**config.mk**
```make
export PLATFORM = sky130hd
export DESIGN_NAME = nph_select
export DESIGN_NICKNAME = d
export VERILOG_FILES = /design/src/rtl/core/nph_pkg.sv /design/src/rtl/core/nph_select.sv
export SDC_FILE = /design/constraint.sdc
export NUM_CORES = 1
export LEC_CHECK = 0
export BUFFER_PORTS_ARGS = -buffer_cell sky130_fd_sc_hd__buf_2
export CORE_ASPECT_RATIO = 0.7
export CORE_MARGIN = 2
export CORE_UTILIZATION = 25
export DETAILED_ROUTE_END_ITERATION = 7
export PLACE_DENSITY = 0.44
export SYNTH_ARGS = -nofsm -noshare
export SYNTH_HDL_FRONTEND = slang
export SYNTH_SLANG_ARGS = --single-unit
```
**constraint.sdc**
```tcl
create_clock -name clk -period 2.8 [get_ports clk]
set_clock_uncertainty 0.1 [all_clocks]
set_input_delay 0.56 -clock clk [delete_from_list [all_inputs] [get_ports clk]]
set_output_delay 0.56 -clock clk [all_outputs]
set_load 0.03 [all_outputs]
```
**src/rtl/core/nph_pkg.sv**
```systemverilog
// ----------------------------------------------------------------------------
// nph_pkg: shared types and constants of the nearest point search
// Field widths, angle constants, the CORDIC arctangent table and the item
// records that pass between the front queue, distance engine and selector.
// ----------------------------------------------------------------------------
package nph_pkg;

	localparam int LAT_W  = 24;
	localparam int LON_W  = 25;
	localparam int IDX_W  = 16;
	localparam int DIST_W = 19;
	localparam int MUL_W  = 32;
	localparam int PROD_W = 64;

	// Degrees times 65536
	localparam logic signed [25:0] DEG360 = 26'sd23592960;
	localparam logic signed [25:0] DEG180 = 26'sd11796480;
	localparam logic signed [25:0] DEG90  = 26'sd5898240;

	// pi/180 in Q44, multiplied as two partial products (low 20 bits, high 19 bits)
	localparam logic [38:0] RAD_Q44   = 39'd307041569099;
	localparam int          RAD_LO_W  = 20;
	// CORDIC gain in Q30
	localparam logic [31:0] GAIN_Q30  = 32'd652032874;
	// Earth diameter in km times 16
	localparam logic [17:0] KM16_DIAM = 18'd203872;
	localparam logic [DIST_W-1:0] DIST_MAX = 19'd320240;

	// Configuration register indexes
	typedef enum logic [0:0] {
		REG_QUERY_LAT = 1'b0,
		REG_QUERY_LON = 1'b1
	} nph_reg_t;

	// Candidate point as held in the queue
	typedef struct packed {
		logic signed [LON_W-1:0] lon;
		logic signed [LAT_W-1:0] lat;
		logic                    last;
	} nph_item_t;

	// Distance of one candidate handed to the selector
	typedef struct packed {
		logic [DIST_W-1:0] distance;
		logic              last;
	} nph_dist_t;

	// atan(2^-i) in radians, Q30, truncated
	function automatic logic [31:0] atan_q30(input logic [4:0] i);
		logic [31:0] v;
		begin
			unique case (i)
				5'd0:    v = 32'h3243F6A8;
				5'd1:    v = 32'h1DAC6705;
				5'd2:    v = 32'h0FADBAFC;
				5'd3:    v = 32'h07F56EA6;
				5'd4:    v = 32'h03FEAB76;
				5'd5:    v = 32'h01FFD55B;
				5'd6:    v = 32'h00FFFAAA;
				5'd7:    v = 32'h007FFF55;
				5'd8:    v = 32'h003FFFEA;
				5'd9:    v = 32'h001FFFFD;
				5'd10:   v = 32'h000FFFFF;
				5'd11:   v = 32'h0007FFFF;
				5'd12:   v = 32'h0003FFFF;
				5'd13:   v = 32'h0001FFFF;
				5'd14:   v = 32'h0000FFFF;
				5'd15:   v = 32'h00007FFF;
				5'd16:   v = 32'h00003FFF;
				5'd17:   v = 32'h00001FFF;
				5'd18:   v = 32'h00000FFF;
				5'd19:   v = 32'h000007FF;
				5'd20:   v = 32'h000003FF;
				5'd21:   v = 32'h000001FF;
				5'd22:   v = 32'h000000FF;
				5'd23:   v = 32'h0000007F;
				default: v = 32'h00000000;
			endcase
			return v;
		end
	endfunction

endpackage

```
**src/rtl/core/nph_select.sv**
```systemverilog
// ----------------------------------------------------------------------------
// nph_select: running minimum and result register
// Keeps the strictly smallest distance and its stream index, emits the
// result on the last candidate and clears the search.
// ----------------------------------------------------------------------------
module nph_select
	import nph_pkg::*;
#(
	parameter int MAX_POINTS = 65536
) (
	input  logic        clk,
	input  logic        arst_n,
	input  nph_dist_t   res,
	input  logic        res_valid,
	output logic        res_ready,
	output logic        m_tvalid,
	input  logic        m_tready,
	output logic [39:0] m_tdata
);

	localparam longint LIM_L = (longint'(MAX_POINTS) - 1 > 65535) ? 65535 :
		longint'(MAX_POINTS) - 1;
	localparam logic [IDX_W-1:0] IDX_LIM = IDX_W'(LIM_L);

	logic [DIST_W-1:0] best_dist_q;
	logic [IDX_W-1:0]  best_idx_q;
	logic [IDX_W-1:0]  count_q;
	logic              out_valid_q;
	logic [IDX_W-1:0]  out_idx_q;
	logic [DIST_W-1:0] out_dist_q;
	logic              take;
	logic              better;
	logic [DIST_W-1:0] new_dist;
	logic [IDX_W-1:0]  new_idx;

	// Hold a last item while the previous result still waits
	assign res_ready = !res.last || !out_valid_q || m_tready;
	assign take      = res_valid && res_ready;
	assign better    = res.distance < best_dist_q;
	assign new_dist  = better ? res.distance : best_dist_q;
	assign new_idx   = better ? count_q : best_idx_q;

	// found is always set: the last item is itself a candidate
	assign m_tvalid = out_valid_q;
	assign m_tdata  = {4'b0, out_dist_q, out_idx_q, 1'b1};

	always_ff @(posedge clk) begin
		if (take && res.last) begin
			out_idx_q  <= new_idx;
			out_dist_q <= new_dist;
		end
	end

	// Track the minimum, count candidates, clear on the last one
	always_ff @(posedge clk or negedge arst_n) begin
		if (!arst_n) begin
			best_dist_q <= '1;
			best_idx_q  <= '0;
			count_q     <= '0;
			out_valid_q <= 1'b0;
		end else begin
			if (take && res.last) begin
				best_dist_q <= '1;
				best_idx_q  <= '0;
				count_q     <= '0;
				out_valid_q <= 1'b1;
			end else begin
				if (m_tready) out_valid_q <= 1'b0;
				if (take) begin
					best_dist_q <= new_dist;
					best_idx_q  <= new_idx;
					if (count_q < IDX_LIM) count_q <= count_q + 1'b1;
				end
			end
		end
	end

endmodule

```
==> metrics, run 1 <==
non-filler cells, final approximately 790; number of global-route vias before repair between 3000 and 4000; Post-synth EDFFs 35; Row Count 42; max cap viols 0; Chip Height roughly 120 um; count leader, synth nor3_1; Max clock buf depth 2; Hold Vio Cnt, Final 0; YS warnings 0; worst hold slack 77.26 ps; Critical Path RT 2790 ps; DR WL/cell 17.05 um; P_int 2.652 mW; number of vias per cell 4.907; PnR worst setup slack between 100 and 150 ps; max_slew headroom 0.6566; first-pass GRT wire length 21800 um; Die Wd 171.1 um; DR iter-0 viols 237; top fanout value on the critical path 11; worst slack at placement -16.37 ps; unrepaired setup endpoints after global routing no; layout cells sized above 1 0.2543; die area 20700 sq um; cell accounting for the most synthesized area edfxtp_1; Peak VDD IR 0.2924 mV; P_leak around 2.5 nW; # fillers 1964; CTS H-tree depth 3; sequential area share after synthesis 0.4862; GRT overflow 0; Commonest cells post-synth nor3_1 (38), edfxtp_1 (35), a211oi_1 (33), dfrtp_1 (33), nand3_1 (28); status finished clean; Sequential Power Share 0.412; Pre-antenna DRT Iters 4; fin nets 565; clock power share 0.337; Reg clk slew, reported paths roughly 70 ps; total wire length 13500 um; commonest register cell after synthesis edfxtp_1; DRC violations left 0; GPL Wtd Cong 0.7279; DP Area 5584 sq um; total global-route track usage 0.1379; WP buf/inv 2; delay-heaviest family, CP compound AO/OA/AOI/OAI gates; total number of vias 3886; Final ANT Viol Nets 0; post-synth top area share 0.2151; startpoint types flop; clk_lat worst skew 350 ps; r2r setup slk 110 ps; hold_buf cts 0; pwr/cell area 655.7 nW/um^2; Root Driver clkbuf_16; post-synthesis cell type count 42; # setup viols final 0; NetSw 1.227 mW; Post-Syn Instances 460; Synth area leaders edfxtp_1 (22%), dfrtp_1 (17%), dfstp_2 (10%); initial antenna violation count 1; hpwl dp 8719 um; FFs w/ async S/R, synth 0.5977; Placeable Area 19020 sq um; P&R area growth vs syn 21.04%; CTS tree done; syn avg cell area 10.62 sq um; worst slew pin tran 515.1 ps; Worst EP arrival 2690 ps; Ports 66; register bit total from synthesis 87; crit end category flop; largest net degree at the start of global routing 41; Fmax about 370 MHz; Hold Path Class in -> async; IO buf count 60; slowest cell on the critical path dfstp_2; final slew viol count 0; switch share 0.3164; combinational power share 0.252; initial core utilization 0.2569; total clock sinks 87; crit share post-route 0.9623; cell area after synthesis just under 5000 sq um; Crit Path Class reg -> reg; cell area after layout 5916 sq um; DP Cell Count between 700 and 800; number of buffers created by CTS 9; Final Critical Period around 2700 ps; Setup TNS Final 0 ps; cell-by-cell trace of the critical path inv_1 > ha_1 > a21oi_1 > o21ai_1 > a221o_1 > nor2_8 > buf_12 > mux2_1; Worst path max stage delay 530 ps
==> placed cells by master (no fill, tap or decap), drive strengths merged, types with 8 or more instances in the layout <==
| cell | netlist | final |
|---|---|---|
| buf | 22 | 87 |
| dfrtp | 33 | 33 |
| nor2 | 17 | 17 |
| nand4 | 8 | 8 |
| edfxtp | 35 | 35 |
| or3 | 21 | 21 |
| a21oi | 8 | 8 |
| mux2 | 17 | 17 |
| dfstp | 19 | 19 |
| ha | 19 | 19 |
| a211oi | 35 | 35 |
| nand3b | 16 | 16 |
| clkbuf | 17 | 10 |
| inv | 19 | 19 |
| nor3 | 39 | 39 |
| nand2 | 12 | 12 |
| o21ai | 22 | 22 |
| nand3 | 28 | 28 |
| nor2b | 18 | 18 |
| a221o | 18 | 18 |
==> path summary, 6_finish.rpt <==
kind / start / end / depth (start not counted)
max: best_dist_q[14]$_DFFE_PN1P_ / out_idx_q[11]$_DFFE_PP_ / 8
min reg2reg: best_idx_q[5]$_DFFE_PN0P_ / best_idx_q[5]$_DFFE_PN0P_ / 1
min in group clk: best_idx_q[5]$_DFFE_PN0P_ / best_idx_q[5]$_DFFE_PN0P_ / 1
max reg2reg: best_dist_q[14]$_DFFE_PN1P_ / out_idx_q[11]$_DFFE_PP_ / 8
max in group asynchronous: arst_n / best_dist_q[13]$_DFFE_PN1P_ / 2
min: arst_n / best_idx_q[5]$_DFFE_PN0P_ / 1
==> area by class of cell <==
class / count / area, sq um / area share
inverter: 19 / 71.32 / 0.01206
clock inverter: 6 / 85.08 / 0.01438
clock buffer: 10 / 229.0 / 0.03871
tap: 264 / 330.3 / 0.05584
antenna: 1 / 2.502 / 0.0004230
sequential: 87 / 2376 / 0.4017
multi-input combinational: 318 / 2261 / 0.3822
timing repair buffer: 87 / 560.5 / 0.09475
==> metal layers <==
metal	wire length [um]	track usage	up-vias
li1	-	-	1840
met1	7020	0.2056	1919
met2	5518	0.1935	118
met3	833	0.03881	9
met4	128	0.03655	0
met5	0	0	-
==> registers in the layout, indices dropped and copies added, names as in the netlist <==
register	cells
best_dist_q	19
out_dist_q	19
m_tvalid	1
out_idx_q	16
count_q	16
best_idx_q	16
==> kinds of logic (layout without fill, tap and decap cells) <==
| logic type | after synthesis | in the layout | share of synthesized area |
|---|---|---|---|
| multiplexers | 17 | 17 | 0.03917 |
| buffers and inverters | 58 | 122 | 0.05504 |
| flip-flops | 87 | 87 | 0.4862 |
| other | 2 | 6 | 0.001537 |
| AO/OA/AOI/OAI | 93 | 93 | 0.1477 |
| AND/OR/NAND/NOR | 172 | 172 | 0.2002 |
| XOR/XNOR | 12 | 12 | 0.02151 |
| adder cells (fa/ha/maj) | 19 | 19 | 0.04864 |
==> stage by stage <==
step | utilization | total power [mW]
floorplan | - | 2.242
global placement | 0.2935 | 2.580
detailed placement | 0.2935 | 2.590
CTS | 0.3101 | 3.922
global route | 0.3108 | 4.076
finish | 0.3110 | 3.879
==> worst reg2reg max path, delay by kind of cell (launching register included) <==
family / cells / cell delay (ps)
AND/OR/NAND/NOR: 1 / 180
adder cells (fa/ha/maj): 1 / 280
AO/OA/AOI/OAI: 3 / 780
multiplexers: 1 / 350
buffers and inverters: 2 / 220
flip-flops: 1 / 530
==> timing repair <==
action                                  CTS  global route
setup buffers                             0             1
endpoints found under the setup margin    0            41
gates resized for setup                   0             3
==> power groups by stage <==
stage / clock network (mW) / registers, mW / logic, mW
2_1_floorplan: 0 / 1.68 / 0.567
3_3_place_gp: 0 / 1.62 / 0.965
3_5_place_dp: 0 / 1.62 / 0.972
4_1_cts: 1.35 / 1.60 / 0.979
5_1_grt: 1.38 / 1.61 / 1.08
6_report: 1.31 / 1.60 / 0.976
Note: power is estimated with default switching activity, not from simulation.
==> run 2: changes to the inputs <==
--- a/config.mk
+++ b/config.mk
@@ -11,6 +11,7 @@
 export CORE_UTILIZATION = 25
 export DETAILED_ROUTE_END_ITERATION = 7
 export PLACE_DENSITY = 0.44
+export RECOVER_POWER = 25
 export SYNTH_ARGS = -nofsm -noshare
 export SYNTH_HDL_FRONTEND = slang
 export SYNTH_SLANG_ARGS = --single-unit
==> metrics, run 2 (synthesis gave the netlist of run 1 again) <==
commonest non-fill, non-tap cell in the layout buf_2; CTS H-tree depth 3; total number of vias 3875; fin nets 565; area occupied by multi-input gates 2261 sq um; number of vias per cell 4.893; number of global-route vias before repair 3863; Peak VDD IR between 0.2 and 0.3 mV; Max clock buf depth 2; Hold Path Class in -> async; P_int between 2 and 3 mW; Critical Path RT 2790 ps; crit share post-route 0.9617; Chip Height 121.0 um; Fmax roughly 370 MHz; GPL Wtd Cong 0.7279; Row Count 42; Worst Reg2Reg Path Length in Cells 8; clk_lat worst skew 350 ps; P&R area growth vs syn 20.71%; total clock sinks 87; Worst EP arrival 2680 ps; non-filler cells, final just under 800; DRC violations left 0; Ports 66; initial antenna violation count 1; crit end category flop; die area 20700 sq um; top flop regs best_dist_q x19, out_dist_q x19; Crit Path Class reg -> reg; Worst Setup SP best_dist_q[14]$_DFFE_PN1P_; Placeable Area 19020 sq um; worst slew pin tran ~1100 ps; status finished clean; GRT overflow 0; reg-to-reg startpoint best_dist_q[14]$_DFFE_PN1P_; most frequent cells in the layout buf_2 (59), nor3_1 (38), edfxtp_1 (35); combinational power share 0.251; Pre-antenna DRT Iters 4; number of buffers created by CTS 9; CTS tree done; final slew viol count 0; startpoint types flop; fin util 0.3101; P_leak 2.511 nW; top fanout value on the critical path 11; FF+latch area 2376 sq um; delay-heaviest family, CP compound AO/OA/AOI/OAI gates; Final Critical Period roughly 2700 ps; slowest cell on the critical path dfstp_2; r2r setup slk between 100 and 150 ps; DR iter-0 viols 236; cell-by-cell trace of the critical path inv_1 > ha_1 > a21oi_1 > o21ai_1 > a221o_1 > nor2_8 > buf_12 > mux2_1; Worst path depth 8; layout cells sized above 1 0.2524; largest net degree at the start of global routing 41; Final ANT Viol Nets 0; hpwl dp approximately 8700 um; Hold Vio Cnt, Final 0; # setup viols final 0; Reg clk slew, reported paths 70 ps; hold_buf cts 0; NetSw 1.226 mW; pwr/cell area 656.8 nW/um^2; first-pass GRT wire length 21800 um; Sequential Power Share 0.412; Root Driver clkbuf_16; initial core utilization 0.2569; Die Wd about 170 um; IO buf count 60; max cap viols 0; reg2reg end out_idx_q[11]$_DFFE_PP_; max_slew headroom 0.2402; # fillers 1965; DP Cell Count slightly below 800; unrepaired setup endpoints after global routing no; Worst path max stage delay 530 ps; crit path to out_idx_q[11]$_DFFE_PP_; total wire length ~14000 um; DR WL/cell roughly 17 um; switch share 0.3163; total global-route track usage 0.1379; clock power share 0.337; WP buf/inv 2
-- run 2: cell count changes in the layout (fill, tap and decap cells not counted) --
cell | previous run | this run
buf_12 | 4 | 3
buf_2 | 60 | 59
clkbuf_1 | 1 | 2
clkbuf_2 | 0 | 1
-- run 2: how the worst min path moves through the flow --
stage	from	endpoint	slack [ps]	cells after the start
after CTS	arst_n	count_q[15]$_DFFE_PN0P_	80	1
after global routing	arst_n	count_q[15]$_DFFE_PN0P_	400	1
after floorplan	arst_n	best_idx_q[0]$_DFFE_PN0P_	160	0
after detailed placement	best_idx_q[5]$_DFFE_PN0P_	best_idx_q[5]$_DFFE_PN0P_	410	1
final	arst_n	best_idx_q[5]$_DFFE_PN0P_	310	1
after global placement	best_idx_q[12]$_DFFE_PN0P_	best_idx_q[12]$_DFFE_PN0P_	400	1
-- run 2: area by class of cell --
class | count | area share
Clock buffer | 10 | 0.03881
Tap cell | 264 | 0.05599
Clock inverter | 6 | 0.01442
Multi-Input combinational cell | 318 | 0.3832
Antenna cell | 1 | 0.0004242
Timing Repair Buffer | 87 | 0.09226
Sequential cell | 87 | 0.4028
Inverter | 19 | 0.01209
-- run 2: per-layer routing --
layer  GRT usage  share of wire  vias to the layer above
li1            -              -                     1840
met4     0.03655         0.0095                        0
met3     0.03881          0.062                        9
met2      0.1935           0.41                      117
met5           0              0                        -
met1      0.2056           0.52                     1909
-- run 2: power by group through the flow --
stage,Combinational [mW],Clock (mW),Sequential (mW)
2_1_floorplan,0.567,0,1.68
3_3_place_gp,0.965,0,1.62
3_5_place_dp,0.972,0,1.62
4_1_cts,0.979,1.35,1.60
5_1_grt,1.08,1.38,1.61
6_report,0.973,1.30,1.60
-- run 2: stage by stage --
stage / setup WS (ps) / hold slack [ps] / area, sq um / setup TNS, ps / power [mW]
after global placement: -42.30 / 404.4 / 5584 / -276.8 / 2.580
after CTS: 97.98 / 77.03 / 5898 / 0 / 3.922
after floorplan: 147.1 / 164.4 / 4900 / 0 / 2.242
after global routing: 8.249 / 397.1 / 5897 / 0 / 4.073
after detailed placement: -16.37 / 411.9 / 5584 / -26.93 / 2.590
final: 107.3 / 312.3 / 5899 / 0 / 3.875
-- run 2: repair_timing --
action                                  CTS  global route
buffers inserted                          0             1
endpoints found under the setup margin    0            41
resized for setup                         0             3
