--- src/rtl/core/nph_pkg.sv ---
// ----------------------------------------------------------------------------
// nph_pkg: shared types and constants of the nearest point search
// Field widths, angle constants, the CORDIC arctangent table and the item
// records that pass between the front queue, distance engine and selector.
// ----------------------------------------------------------------------------
package nph_pkg;

	localparam int LAT_W  = 24;
	localparam int LON_W  = 25;
	localparam int IDX_W  = 16;
	localparam int DIST_W = 19;
	localparam int MUL_W  = 32;
	localparam int PROD_W = 64;

	// Degrees times 65536
	localparam logic signed [25:0] DEG360 = 26'sd23592960;
	localparam logic signed [25:0] DEG180 = 26'sd11796480;
	localparam logic signed [25:0] DEG90  = 26'sd5898240;

	// pi/180 in Q44, multiplied as two partial products (low 20 bits, high 19 bits)
	localparam logic [38:0] RAD_Q44   = 39'd307041569099;
	localparam int          RAD_LO_W  = 20;
	// CORDIC gain in Q30
	localparam logic [31:0] GAIN_Q30  = 32'd652032874;
	// Earth diameter in km times 16
	localparam logic [17:0] KM16_DIAM = 18'd203872;
	localparam logic [DIST_W-1:0] DIST_MAX = 19'd320240;

	// Configuration register indexes
	typedef enum logic [0:0] {
		REG_QUERY_LAT = 1'b0,
		REG_QUERY_LON = 1'b1
	} nph_reg_t;

	// Candidate point as held in the queue
	typedef struct packed {
		logic signed [LON_W-1:0] lon;
		logic signed [LAT_W-1:0] lat;
		logic                    last;
	} nph_item_t;

	// Distance of one candidate handed to the selector
	typedef struct packed {
		logic [DIST_W-1:0] distance;
		logic              last;
	} nph_dist_t;

	// atan(2^-i) in radians, Q30, truncated
	function automatic logic [31:0] atan_q30(input logic [4:0] i);
		logic [31:0] v;
		begin
			unique case (i)
				5'd0:    v = 32'h3243F6A8;
				5'd1:    v = 32'h1DAC6705;
				5'd2:    v = 32'h0FADBAFC;
				5'd3:    v = 32'h07F56EA6;
				5'd4:    v = 32'h03FEAB76;
				5'd5:    v = 32'h01FFD55B;
				5'd6:    v = 32'h00FFFAAA;
				5'd7:    v = 32'h007FFF55;
				5'd8:    v = 32'h003FFFEA;
				5'd9:    v = 32'h001FFFFD;
				5'd10:   v = 32'h000FFFFF;
				5'd11:   v = 32'h0007FFFF;
				5'd12:   v = 32'h0003FFFF;
				5'd13:   v = 32'h0001FFFF;
				5'd14:   v = 32'h0000FFFF;
				5'd15:   v = 32'h00007FFF;
				5'd16:   v = 32'h00003FFF;
				5'd17:   v = 32'h00001FFF;
				5'd18:   v = 32'h00000FFF;
				5'd19:   v = 32'h000007FF;
				5'd20:   v = 32'h000003FF;
				5'd21:   v = 32'h000001FF;
				5'd22:   v = 32'h000000FF;
				5'd23:   v = 32'h0000007F;
				default: v = 32'h00000000;
			endcase
			return v;
		end
	endfunction

endpackage

--- src/rtl/core/nph_front.sv ---
// ----------------------------------------------------------------------------
// nph_front: input acceptance and item queue
// Takes candidate items from the stream port and holds them in a short
// queue so the distance engine and the upstream source stall independently.
// ----------------------------------------------------------------------------
module nph_front
	import nph_pkg::*;
(
	input  logic            clk,
	input  logic            arst_n,
	input  logic            s_tvalid,
	output logic            s_tready,
	input  logic [55:0]     s_tdata,
	input  logic            s_tlast,
	output nph_item_t       item,
	output logic            item_valid,
	input  logic            item_ready
);

	localparam int QD = 4;
	localparam int PW = $clog2(QD);

	nph_item_t       queue_q [QD];
	logic [PW-1:0]   wr_ptr_q;
	logic [PW-1:0]   rd_ptr_q;
	logic [PW:0]     count_q;
	logic            push;
	logic            pop;

	assign s_tready   = (count_q != (PW+1)'(QD));
	assign item_valid = (count_q != '0);
	assign item       = queue_q[rd_ptr_q];
	assign push       = s_tvalid && s_tready;
	assign pop        = item_valid && item_ready;

	// Store an accepted item
	always_ff @(posedge clk) begin
		if (push) begin
			queue_q[wr_ptr_q].lat  <= s_tdata[LAT_W-1:0];
			queue_q[wr_ptr_q].lon  <= s_tdata[LAT_W+LON_W-1:LAT_W];
			queue_q[wr_ptr_q].last <= s_tlast;
		end
	end

	// Advance pointers and fill count
	always_ff @(posedge clk or negedge arst_n) begin
		if (!arst_n) begin
			wr_ptr_q <= '0;
			rd_ptr_q <= '0;
			count_q  <= '0;
		end else begin
			if (push) wr_ptr_q <= wr_ptr_q + 1'b1;
			if (pop)  rd_ptr_q <= rd_ptr_q + 1'b1;
			if (push && !pop)      count_q <= count_q + 1'b1;
			else if (pop && !push) count_q <= count_q - 1'b1;
		end
	end

endmodule

--- config.mk ---
export PLATFORM = sky130hd
export DESIGN_NAME = nph_front
export DESIGN_NICKNAME = d
export VERILOG_FILES = /design/src/rtl/core/nph_pkg.sv /design/src/rtl/core/nph_front.sv
export SDC_FILE = /design/constraint.sdc
export NUM_CORES = 1
export LEC_CHECK = 0
export BUFFER_PORTS_ARGS = -buffer_cell sky130_fd_sc_hd__buf_4
export CAP_MARGIN = 20
export CELL_PAD_IN_SITES_DETAIL_PLACEMENT = 0
export CELL_PAD_IN_SITES_GLOBAL_PLACEMENT = 2
export CORE_ASPECT_RATIO = 1.4
export CORE_MARGIN = 8
export CORE_UTILIZATION = 35
export CTS_CLUSTER_DIAMETER = 100
export DETAILED_ROUTE_END_ITERATION = 16
export GPL_ROUTABILITY_DRIVEN = 0
export PLACE_DENSITY_LB_ADDON = 0.1
export REMOVE_ABC_BUFFERS = 1
export SLEW_MARGIN = 20
export SYNTH_ARGS = -nofsm -noshare
export SYNTH_HDL_FRONTEND = slang
export SYNTH_SLANG_ARGS = --single-unit
--- constraint.sdc ---
create_clock -name clk -period 2.4 [get_ports clk]
set_input_delay 0.36 -clock clk [delete_from_list [all_inputs] [get_ports clk]]
set_output_delay 0.36 -clock clk [all_outputs]
set_load 0.02 [all_outputs]
==> results of run 1 <==
-- state kept, by name (all words and copies together) (netlist names) --
register and cells:
count_q 3, queue_q 200, wr_ptr_q 2, rd_ptr_q 2
-- Yosys cell counts, drive strengths merged --
library cell,number
mux4,50
ha,5
edfxtp,200
xnor2,4
nand3,1
or3,1
nand2,2
fa,1
mux2,2
nor2,2
buf,11
dfrtp,7
a21boi,1
clkbuf,1
and2,4
xor2,2
inv,3
-- cell type report --
cell class | count | area (µm²) | share of cell area [%]
well taps | 297 | 372 | 3.90
repair buffers | 121 | 973 | 10.2
clock buffers | 25 | 541 | 5.67
multi-input cells | 75 | 1360 | 14.3
flip-flops and latches | 207 | 6190 | 64.9
clock inverters | 12 | 88.8 | 0.932
inverters | 3 | 11.3 | 0.118
-- stage by stage --
step	power (µW)	setup WS, ns	area (µm²)	std cells	hold WS, ns
final	12300	0.125	9530	740	0.0709
after global routing	12900	0.0299	9530	740	0.0509
after CTS	12600	0.0493	9530	740	0.0463
after detailed placement	9470	0.288	8870	701	0.184
after global placement	9400	0.303	8870	701	0.182
after floorplan	7600	-0.836	7550	285	0.0644
-- worst max-delay path by stage --
stage	start	end	depth (start not counted)
3_3_place_gp	count_q[1]	count_q[2]	8
2_1_floorplan	rd_ptr_q[0]	item[0]	1
4_1_cts	rd_ptr_q[0]	item[2]	3
5_1_grt	rd_ptr_q[0]	item[43]	3
6_report	rd_ptr_q[0]	item[2]	3
3_5_place_dp	count_q[0]	count_q[2]	8
-- layer usage --
metal	GRT usage, %	vias up
li1	-	1524
met1	13.6	1802
met2	20.0	78
met3	2.95	19
met4	3.15	0
met5	0	-
-- critical path: stages (launching register included) --
cell and delay [ns]:
dfrtp_4 0.48, buf_12 0.22, mux4_2 0.54, buf_4 0.18
-- cells by family after synthesis --
kind of cell	count (synthesis)	synth area share (%)
mux	52	15.0
flops	207	80.4
compound gates	1	0.146
fa+ha+maj	6	1.07
simple gates	10	0.667
buf+inv	15	1.97
xor+xnor	6	0.684
-- timing repair --
action                     CTS  global route
setup endpoints to repair   41             0
buffers inserted             1             0
hold buffers                 1             0
hold endpoints to repair     7             0
-- report_power, final --
group | switching (µW) | leakage, µW | internal, µW
sequential | 195 | 0.00191 | 4790
combinational | 2310 | 0.00105 | 1960
clock | 1280 | 0.000311 | 1720
==> summary.txt, run 1 <==
Status
  – Run status: finished, final reports clean

STA
  – Clock Skew: 0.00857 ns
  – RSZ-0062 raised after global routing: false
  – Clock period minus worst slack: 2.27 ns
  – Slew Viols, Final: 0
  – Slew HR: 70.0%
  – Fin. Hold Viols: 0
  – Final setup viols: 0
  – Least-Margin Pin Slew: about 0.45 ns
  – Tcrit/Tclk final: between 90% and 100%
  – TNS Setup: 0 ns
  – Peak Freq: 440 MHz

Hold path
  – Worst Hold Class: input pin to flip-flop
  – Sink of the worst hold path: queue_q[3][18]
  – Cells on Worst Hold Path: 1
  – Hold Path Origin: s_tdata[17]

Global route
  – Gr usage total: between 10% and 20%
  – Vias in the first global route: between 3000 and 4000
  – Grt total ovfl: 0
  – Largest net degree at the start of global routing: 28
  – Initial antenna violation count: 0
  – First-pass GRT wire length: roughly 23000 µm

Clock tree
  – Post-CTS sizing: 0
  – H-tree Lvls: 1
  – CTS Sinks: just over 200
  – CTS tree: built
  – CTS clock-pin slew for the worst setup and hold paths: 0.06 ns
  – Clock Latency Late Sink: around 0.48 ns
  – Clk buf depth: 3
  – CTS buffer count: 21
  – Root Buffer Master: clkbuf_16

Synthesis
  – Top cell type by total area after synthesis: edfxtp_1
  – Synth top area share: about four fifths
  – Mapped Area: 0.00769 mm²
  – Syn Area/Cell: 25.9 µm²
  – Ys Warns: 0
  – Synth top area cells: edfxtp_1 78%, mux4_2 14%, dfrtp_1 2.3%
  – Sequential share of the synthesized area: 80.4%
  – Post-Synthesis Cells: 297
  – #FFs+latches synth: 207
  – Yosys cell types: 20

Setup path
  – Worst setup path category: flip-flop to primary output
  – Crit path required time: just over 2 ns
  – R2r setup slk: between 0.2 and 0.3 ns
  – CP startpoint kind: flip-flop
  – R2r startpoint: count_q[1]
  – Max Fanout on Critical Path: 19
  – Critical Path AT: 1.91 ns
  – Reg2reg path depth: 8
  – CP Capture Type: primary output
  – RR Endpoint: count_q[2]

Cells and area
  – Diodes inserted: 0
  – Most frequent cells in the layout: 200 x edfxtp_1, 115 x buf_4, 48 x mux4_2
  – Share of cells above drive strength 1: a little under half
  – Layout Area Growth over Synthesis: 24.0%
  – Final nets: approximately 500
  – Fill cells: around 1900
  – Core Util, Final: 43.9%
  – Most common cell after layout, fill and taps aside: edfxtp_1

Pwr
  – Pleak: around 0.0033 µW
  – Maximum VDD drop: 763 µV
  – Pwr/cell area: about 1300 mW/mm²

Detailed routing
  – Post-route ant nets: 0
  – Met2 wire length: 7870 µm
  – Post-Route WL: between 15000 and 20000 µm
  – 1st-iter DRT viols: between 100 and 150
  – DR vias: 3423
  – DRC: 0
  – Drt wl/cell: between 20 and 25 µm
  – Pre-antenna DRT Iters: 5
  – Avg Vias per Cell: between 4 and 5
  – Top sig layer: met4
  – Met3 wire length: 868 µm
  – M1 WL: 6170 µm

Place
  – DPL Wire Length: 9400 µm
  – IO buf count: approximately 110

Die
  – Starting Density: a little over a third
  – Die Ht: ~190 µm
  – Row count: 64
  – Die area: roughly 0.027 mm²
  – Die Wd: ~140 µm
  – Io pins: around 110
  – Core Area: around 0.022 mm²

Job
  – Max cap viols: 0
No activity file was read; power rests on OpenSTA's default activity.
==> run 2, diff against run 1 <==
SKIP_LAST_GASP = 1   (was not set)
clock period = 1.9 ns   (was 2.4 ns; I/O delays follow)
==> run 2 against run 1 <==
Net effect:
- the run now ends with negative setup slack left
- worst hold slack worse by 0.049 ns
- first-iteration DRC count up 74%
- non-clock buffer count up 58
- final area up 7.3%
- final cell count up 7.7%
- critical path type unchanged
- count of clock-buffer cells in the layout up 3
- combinational power up 38%
- via count up 6.0%
- critical path depth up 1
- global-route usage up 0.16 points
- clock power up 24%
==> summary.txt, run 2 (synthesis results as in run 1) <==
Pwr
  – Pleak: 0.00355 µW (+8.5%)
  – Pwr/cell area: 1560 mW/mm² (+21%)
  – Maximum VDD drop: 750 µV (-1.7%)

Setup path
  – Critical Path AT: 1.91 ns (about the same)
  – CP startpoint kind: flip-flop
  – Crit path required time: 1.62 ns (-0.42 ns)
  – Max Fanout on Critical Path: 9 (-10)
  – Worst setup path category: flip-flop to primary output
  – CP Capture Type: primary output

Place
  – Setup Slack @ Placement: -0.0753 ns (-0.364 ns)
  – IO buf count: 105 (unchanged)
  – Placed cell areas: 0.00901 mm² (+1.6%)
  – Dpl cells: 708 (+1.0%)
  – DPL Wire Length: 9350 µm (-0.47%)

STA
  – Clock Skew: 0.0102 ns (+0.00166 ns)
  – Slew HR: 80.2% (+10 points)
  – Clock period minus worst slack: 2.20 ns
  – Worst Setup Slack, final: -0.296 ns (-0.421 ns)
  – Slew Viols, Final: 0 (unchanged)
  – Fin. Hold Viols: 0 (unchanged)
  – Final setup viols: 50 (+50)
  – TNS Setup: -12.43 ns (-12.43 ns)
  – Peak Freq: between 400 and 500 MHz
  – Least-Margin Pin Slew: 0.296 ns (-0.154 ns)
  – RSZ-0062 raised after global routing: true
  – Hold slack: 0.0224 ns (-0.0485 ns)
  – Tcrit/Tclk final: 116%

Detailed routing
  – Drt wl/cell: 19.3 µm (-6.0%)
  – DRC: 0 (unchanged)
  – Post-Route WL: 15400 µm (+1.2%)
  – Pre-antenna DRT Iters: 4 (-1)
  – 1st-iter DRT viols: 204 (+74%)
  – Avg Vias per Cell: 4.55 (-1.6%)
  – Post-route ant nets: 0 (unchanged)
  – DR vias: 3628 (+6.0%)

Global route
  – First-pass GRT wire length: 23700 µm (+2.2%)
  – Largest net degree at the start of global routing: 34 (+21%)
  – Gr usage total: 11.6% (+0.16 points)
  – Vias in the first global route: 4156 (+7.7%)
  – Initial antenna violation count: 1 (+1)
  – Grt total ovfl: 0 (unchanged)

Hold path
  – Worst Hold Class: input pin to flip-flop

Cells and area
  – Most common cell after layout, fill and taps aside: edfxtp_1
  – Non-filler cells in the finished layout: 797 (+7.7%)
  – Number of flip-flops in the largest register: 200 (unchanged)
  – Reg with most FFs: queue_q
  – Final instance area: 0.0102 mm² (+7.3%)
  – Share of cells above drive strength 1: 44.8% (-1.5 points)
  – Most frequent cells in the layout: 200 x edfxtp_1, 115 x buf_4, 49 x mux4_2, 49 x dlygate4sd3_1, 21 x clkbuf_16
  – Layout Area Growth over Synthesis: 33.0%
  – Diodes inserted: 0 (unchanged)
  – Regs by FF count: queue_q (200), count_q (3)
  – Final nets: 554 (+12%)

Die
  – Io pins: 113 (unchanged)
  – Row count: 64 (unchanged)
  – Die area: 0.0270 mm² (unchanged)
  – Die Wd: 141 µm (unchanged)
  – Core Area: 0.0217 mm² (unchanged)
  – Starting Density: 35.4% (unchanged)
  – Die Ht: 191 µm (unchanged)

Status
  – Violated checks: negative setup slack
  – Run status: complete, but fails checks

Clock tree
  – Root Buffer Master: clkbuf_16
  – CTS Sinks: 207 (unchanged)
  – H-tree Lvls: 1 (unchanged)
  – CTS clock-pin slew for the worst setup and hold paths: 0.06 ns (about the same)
  – CTS buffer count: 21 (unchanged)
  – Clock Latency Late Sink: 0.48 ns (about the same)
  – CTS tree: built
  – Clk buf depth: 3 (unchanged)

Job
  – Max cap viols: 0 (unchanged)
-- run 2: cell types whose count changed in the layout (fill, tap and decap cells not counted), moves of 2 or more --
cell	delta
clkinvlp_4	+2
buf_12	+9
dlygate4sd3_1	+48
clkbuf_8	+3
clkinv_1	-4
-- run 2: routing by layer --
layer / GRT usage (%) / part of all wire (%) / vias to the layer above
met3: 3.12 / 6.2 / 22
met2: 21.1 / 54 / 85
li1: - / - / 1635
met5: 0 / 0.085 / -
met4: 3.15 / 1.4 / 2
met1: 13.0 / 38 / 1884
-- run 2: layout make-up --
class | count | area (µm²)
well taps | 297 | 372
repair buffers | 179 | 1650
clock buffers | 28 | 582
fillers | 1857 | 11500
multi-input cells | 75 | 1390
clock inverters | 8 | 43.8
inverters | 3 | 11.3
flip-flops and latches | 207 | 6190
-- run 2: path summary, 6_finish.rpt --
check	startpoint	to	slack [ns]	depth (start not counted)
hold reg to reg	wr_ptr_q[1]	wr_ptr_q[1]	0.58	1
max in group asynchronous	arst_n	rd_ptr_q[0]	1.60	2
setup / recovery	rd_ptr_q[0]	item[10]	-0.30	4
setup reg to reg	count_q[1]	count_q[2]	0.01	8
hold / removal	s_tdata[43]	queue_q[2][44]	0.02	1
min in group asynchronous	arst_n	count_q[0]	0.16	2
-- run 2: stage by stage --
| step | total power [µW] | utilization [%] |
|---|---|---|
| after floorplan | 9600 | - |
| after global placement | 12100 | 41.5 |
| after detailed placement | 12200 | 41.5 |
| after CTS | 16200 | 46.9 |
| after global routing | 16800 | 47.1 |
| final | 15900 | 47.1 |
-- run 2: repair_timing --
| action | in CTS | in global routing |
|---|---|---|
| gates cloned | 0 | 0 |
| hold endpoints to repair | 191 | 8 |
| endpoints found under the setup margin | 52 | 53 |
| pin swaps | 3 | 2 |
| hold buffers | 47 | 2 |
| resized for setup | 2 | 7 |
| setup buffers | 4 | 0 |
-- run 2: where the power goes --
group          switching, µW  total [µW]  leakage [µW]  internal [µW]
Sequential               221        6270       0.00191           6040
Clock                   1590        3730      0.000306           2140
Combinational           3040        5910       0.00133           2870
Total                   4850       15900       0.00355          11100
-- run 2: worst max-delay path, cell delays in order, from the launching register on --
cell	delay (ns)
dfrtp_4	0.47
buf_12	0.17
buf_12	0.12
mux4_2	0.50
buf_4	0.17
==> run 3, diff against run 2 <==
ABC_AREA = 1   (was not set)
CORE_ASPECT_RATIO = 0.9   (was 1.4)
==> run 3 against run 2 <==
Net effect:
- the flow still finishes with violations (negative setup slack)
- sequential power about the same
- critical path depth up 2
- maximum frequency is 6.5% higher
- core utilization rose by 0.40 points
- routed wire length up 29%
- via count increased by 46%
- clock power grew 12%
- setup slack improved by 0.13 ns
- highest routed layer is now met4
==> summary.txt, run 3 <==
Clock tree
  – H-tree Lvls: 1 (unchanged)
  – CTS buffer count: 24 (+14%)
  – CTS tree: built
  – Clock Latency Late Sink: 0.50 ns (+0.02 ns)
  – Clk buf depth: 3 (unchanged)
  – Root Buffer Master: clkbuf_16
  – CTS Sinks: 207 (unchanged)
  – CTS clock-pin slew for the worst setup and hold paths: 0.06 ns (about the same)

Cells and area
  – Layout Area Growth over Synthesis: 34.1%
  – Most frequent cells in the layout: 200 x edfxtp_1, 166 x nand2_1, 114 x inv_1
  – Core Util, Final: 47.5% (+0.40 points)
  – Most common cell after layout, fill and taps aside: edfxtp_1
  – Regs by FF count: queue_q (200), count_q (3)
  – Final nets: 901 (+63%)
  – Number of flip-flops in the largest register: 200 (unchanged)
  – Reg with most FFs: queue_q
  – Share of cells above drive strength 1: 23.9% (-21 points)
  – Diodes inserted: 0 (unchanged)

Detailed routing
  – Avg Vias per Cell: 4.58 (+0.56%)
  – DRC: 0 (unchanged)
  – Met3 wire length: 813 µm (-15%)
  – Met2 wire length: 9930 µm (+20%)
  – DR vias: 5301 (+46%)
  – M1 WL: 8740 µm (+48%)
  – Top sig layer: met4
  – Post-Route WL: 19800 µm (+29%)
  – Pre-antenna DRT Iters: 4 (unchanged)
  – Post-route ant nets: 0 (unchanged)
  – Drt wl/cell: 17.1 µm (-11%)
  – 1st-iter DRT viols: 182 (-11%)

Setup path
  – Slowest cell on crit path: dfrtp_2
  – Worst path bufs/invs: 4 (+1)
  – Largest delay share family, worst path: buffers and inverters
  – CP Capture Type: primary output
  – Slowest cell delay on critical path: 0.42 ns (-0.08 ns)
  – Worst setup path category: flip-flop to primary output
  – Critical Path AT: 1.78 ns (-0.13 ns)
  – Crit path required time: 1.62 ns (about the same)
  – CP dominant cell by count: buf_4
  – CP startpoint kind: flip-flop
  – Crit-path cells: buf_12 -> clkinv_16 -> buf_4 -> o211ai_1 -> nand2_1 -> buf_4
  – Max Fanout on Critical Path: 7 (-2)

Die
  – Die Wd: 180 µm (+28%)
  – Row count: 54 (-16%)
  – Starting Density: 35.4% (about the same)
  – Core Area: 0.0241 mm² (+11%)
  – Io pins: 113 (unchanged)
  – Die area: 0.0296 mm² (+9.5%)
  – Die Ht: 164 µm (-14%)

Global route
  – Largest net degree at the start of global routing: 36 (+5.9%)
  – Vias in the first global route: 5312 (+28%)
  – Gr usage total: 12.6% (+1.1 points)
  – Grt total ovfl: 0 (unchanged)
  – Initial antenna violation count: 0 (-1)
  – First-pass GRT wire length: 29400 µm (+24%)

Status
  – Violated checks: negative setup slack
  – Run status: complete, but fails checks

Synthesis
  – #FFs+latches synth: 207 (unchanged)
  – Synth async-reset ratio: 3.38% (unchanged)
  – Post-synth top cells: 200 x edfxtp_1, 167 x nand2_1, 114 x inv_1
  – Post-synth top flop: edfxtp_1
  – Sequential share of the synthesized area: 72.5% (-7.9 points)
  – Post-Synthesis Cells: 643 (+120%)
  – Syn Area/Cell: 13.3 µm² (-49%)
  – Top cell type by total area after synthesis: edfxtp_1
  – Yosys cell types: 17 (-15%)
  – Post-synth EDFFs: 200 (unchanged)
  – Mapped Area: 0.00852 mm² (+11%)
  – Cell with the most instances after synthesis: edfxtp_1
  – Synth top area share: 70.5% (-7.7 points)
  – Ys Warns: 0 (unchanged)
  – Synth top area cells: edfxtp_1 70%, o211ai_1 7.4%, nand2_1 7.4%

Job
  – Max cap viols: 0 (unchanged)

STA
  – Worst Setup Slack, final: -0.161 ns (+0.135 ns)
  – Least-Margin Pin Slew: 0.256 ns (-0.0399 ns)
  – Final setup viols: 49 (-2.0%)
  – Clock Skew: 0.0107 ns (+0.000450 ns)
  – Slew HR: 82.9% (+2.7 points)
  – Slew Viols, Final: 0 (unchanged)
  – RSZ-0062 raised after global routing: true
  – TNS Setup: -4.99 ns (+7.44 ns)
  – Fin. Hold Viols: 0 (unchanged)
  – Clock period minus worst slack: 2.06 ns (-0.135 ns)
  – Peak Freq: 485 MHz (+6.5%)
  – Tcrit/Tclk final: 108% (-7.1 points)

Place
  – IO buf count: 105 (unchanged)
  – Setup Slack @ Placement: 0.189 ns (+0.264 ns)
  – DPL Wire Length: 11200 µm (+20%)

Pwr
  – Pleak: 0.00466 µW (+31%)
  – Pwr Total: 18600 µW (+17%)
  – Pwr/cell area: 1630 mW/mm² (+4.5%)
  – Maximum VDD drop: 794 µV (+5.9%)

Hold path
  – Worst Hold Class: input pin to flip-flop
## run 3: timing repair
action	in CTS	in global routing
hold endpoints to repair	207	0
hold buffers	51	0
pin swaps	0	4
gates resized for setup	13	18
endpoints found under the setup margin	50	50
setup buffers	2	2
gates cloned	3	8
## run 3: area by class of cell
class	instances	area [µm²]
inverters	116	467
multi-input cells	287	1650
repair inverters	3	42.5
repair buffers	195	1980
fillers	2127	12600
clock buffers	34	659
well taps	308	385
clock inverters	8	65.1
flip-flops and latches	207	6180
## run 3: final timing paths
| kind | cells after the start | startpoint | endpoint | slack, ns |
|---|---|---|---|---|
| max in group asynchronous | 2 | arst_n | rd_ptr_q[1] | 1.63 |
| worst max register to register | 9 | count_q[0] | count_q[1] | 0.20 |
| worst min-delay path | 3 | item_ready | rd_ptr_q[0] | 0.04 |
| worst max-delay path | 6 | rd_ptr_q[0] | item[39] | -0.16 |
| worst min register to register | 2 | count_q[2] | count_q[2] | 0.52 |
| min in group asynchronous | 2 | arst_n | count_q[1] | 0.13 |
## run 3: kinds of logic (layout without fill, tap and decap cells)
family | count (synthesis) | count (layout) | synth area share, %
AND/OR/NAND/NOR | 179 | 179 | 8.02
buffers and inverters | 149 | 356 | 8.57
flip-flops | 207 | 207 | 72.5
AO/OA/AOI/OAI | 101 | 101 | 9.81
XOR/XNOR | 1 | 1 | 0.103
adder cells (fa/ha/maj) | 6 | 6 | 0.969
## run 3: routing by layer
layer | track usage, % | up-vias
li1 | - | 2618
met1 | 15.8 | 2560
met2 | 22.1 | 95
met3 | 2.85 | 28
met4 | 3.12 | 0
met5 | 0 | -
## run 3: power breakdown
part | internal (µW) | switching [µW]
logic | 3360 | 4760
registers | 6010 | 264
clock network | 2540 | 1660
## run 3: stage by stage
step	cells	area (µm²)	hold slack, ns
after floorplan	610	8230	-0.0106
after global placement	1050	9800	0.106
after detailed placement	1050	9800	0.107
after CTS	1148	11200	0.0152
after global routing	1158	11400	0.0251
final	1158	11400	0.0422
## run 3: worst reg2reg max path, delay by kind of cell, from the launching register on
family	cells	cell delay (ns)
AOI/OAI and AO/OA	1	0.08
adders and majority gates	2	0.61
buffers and inverters	3	0.23
DFF	1	0.41
and+or+nand+nor	3	0.25
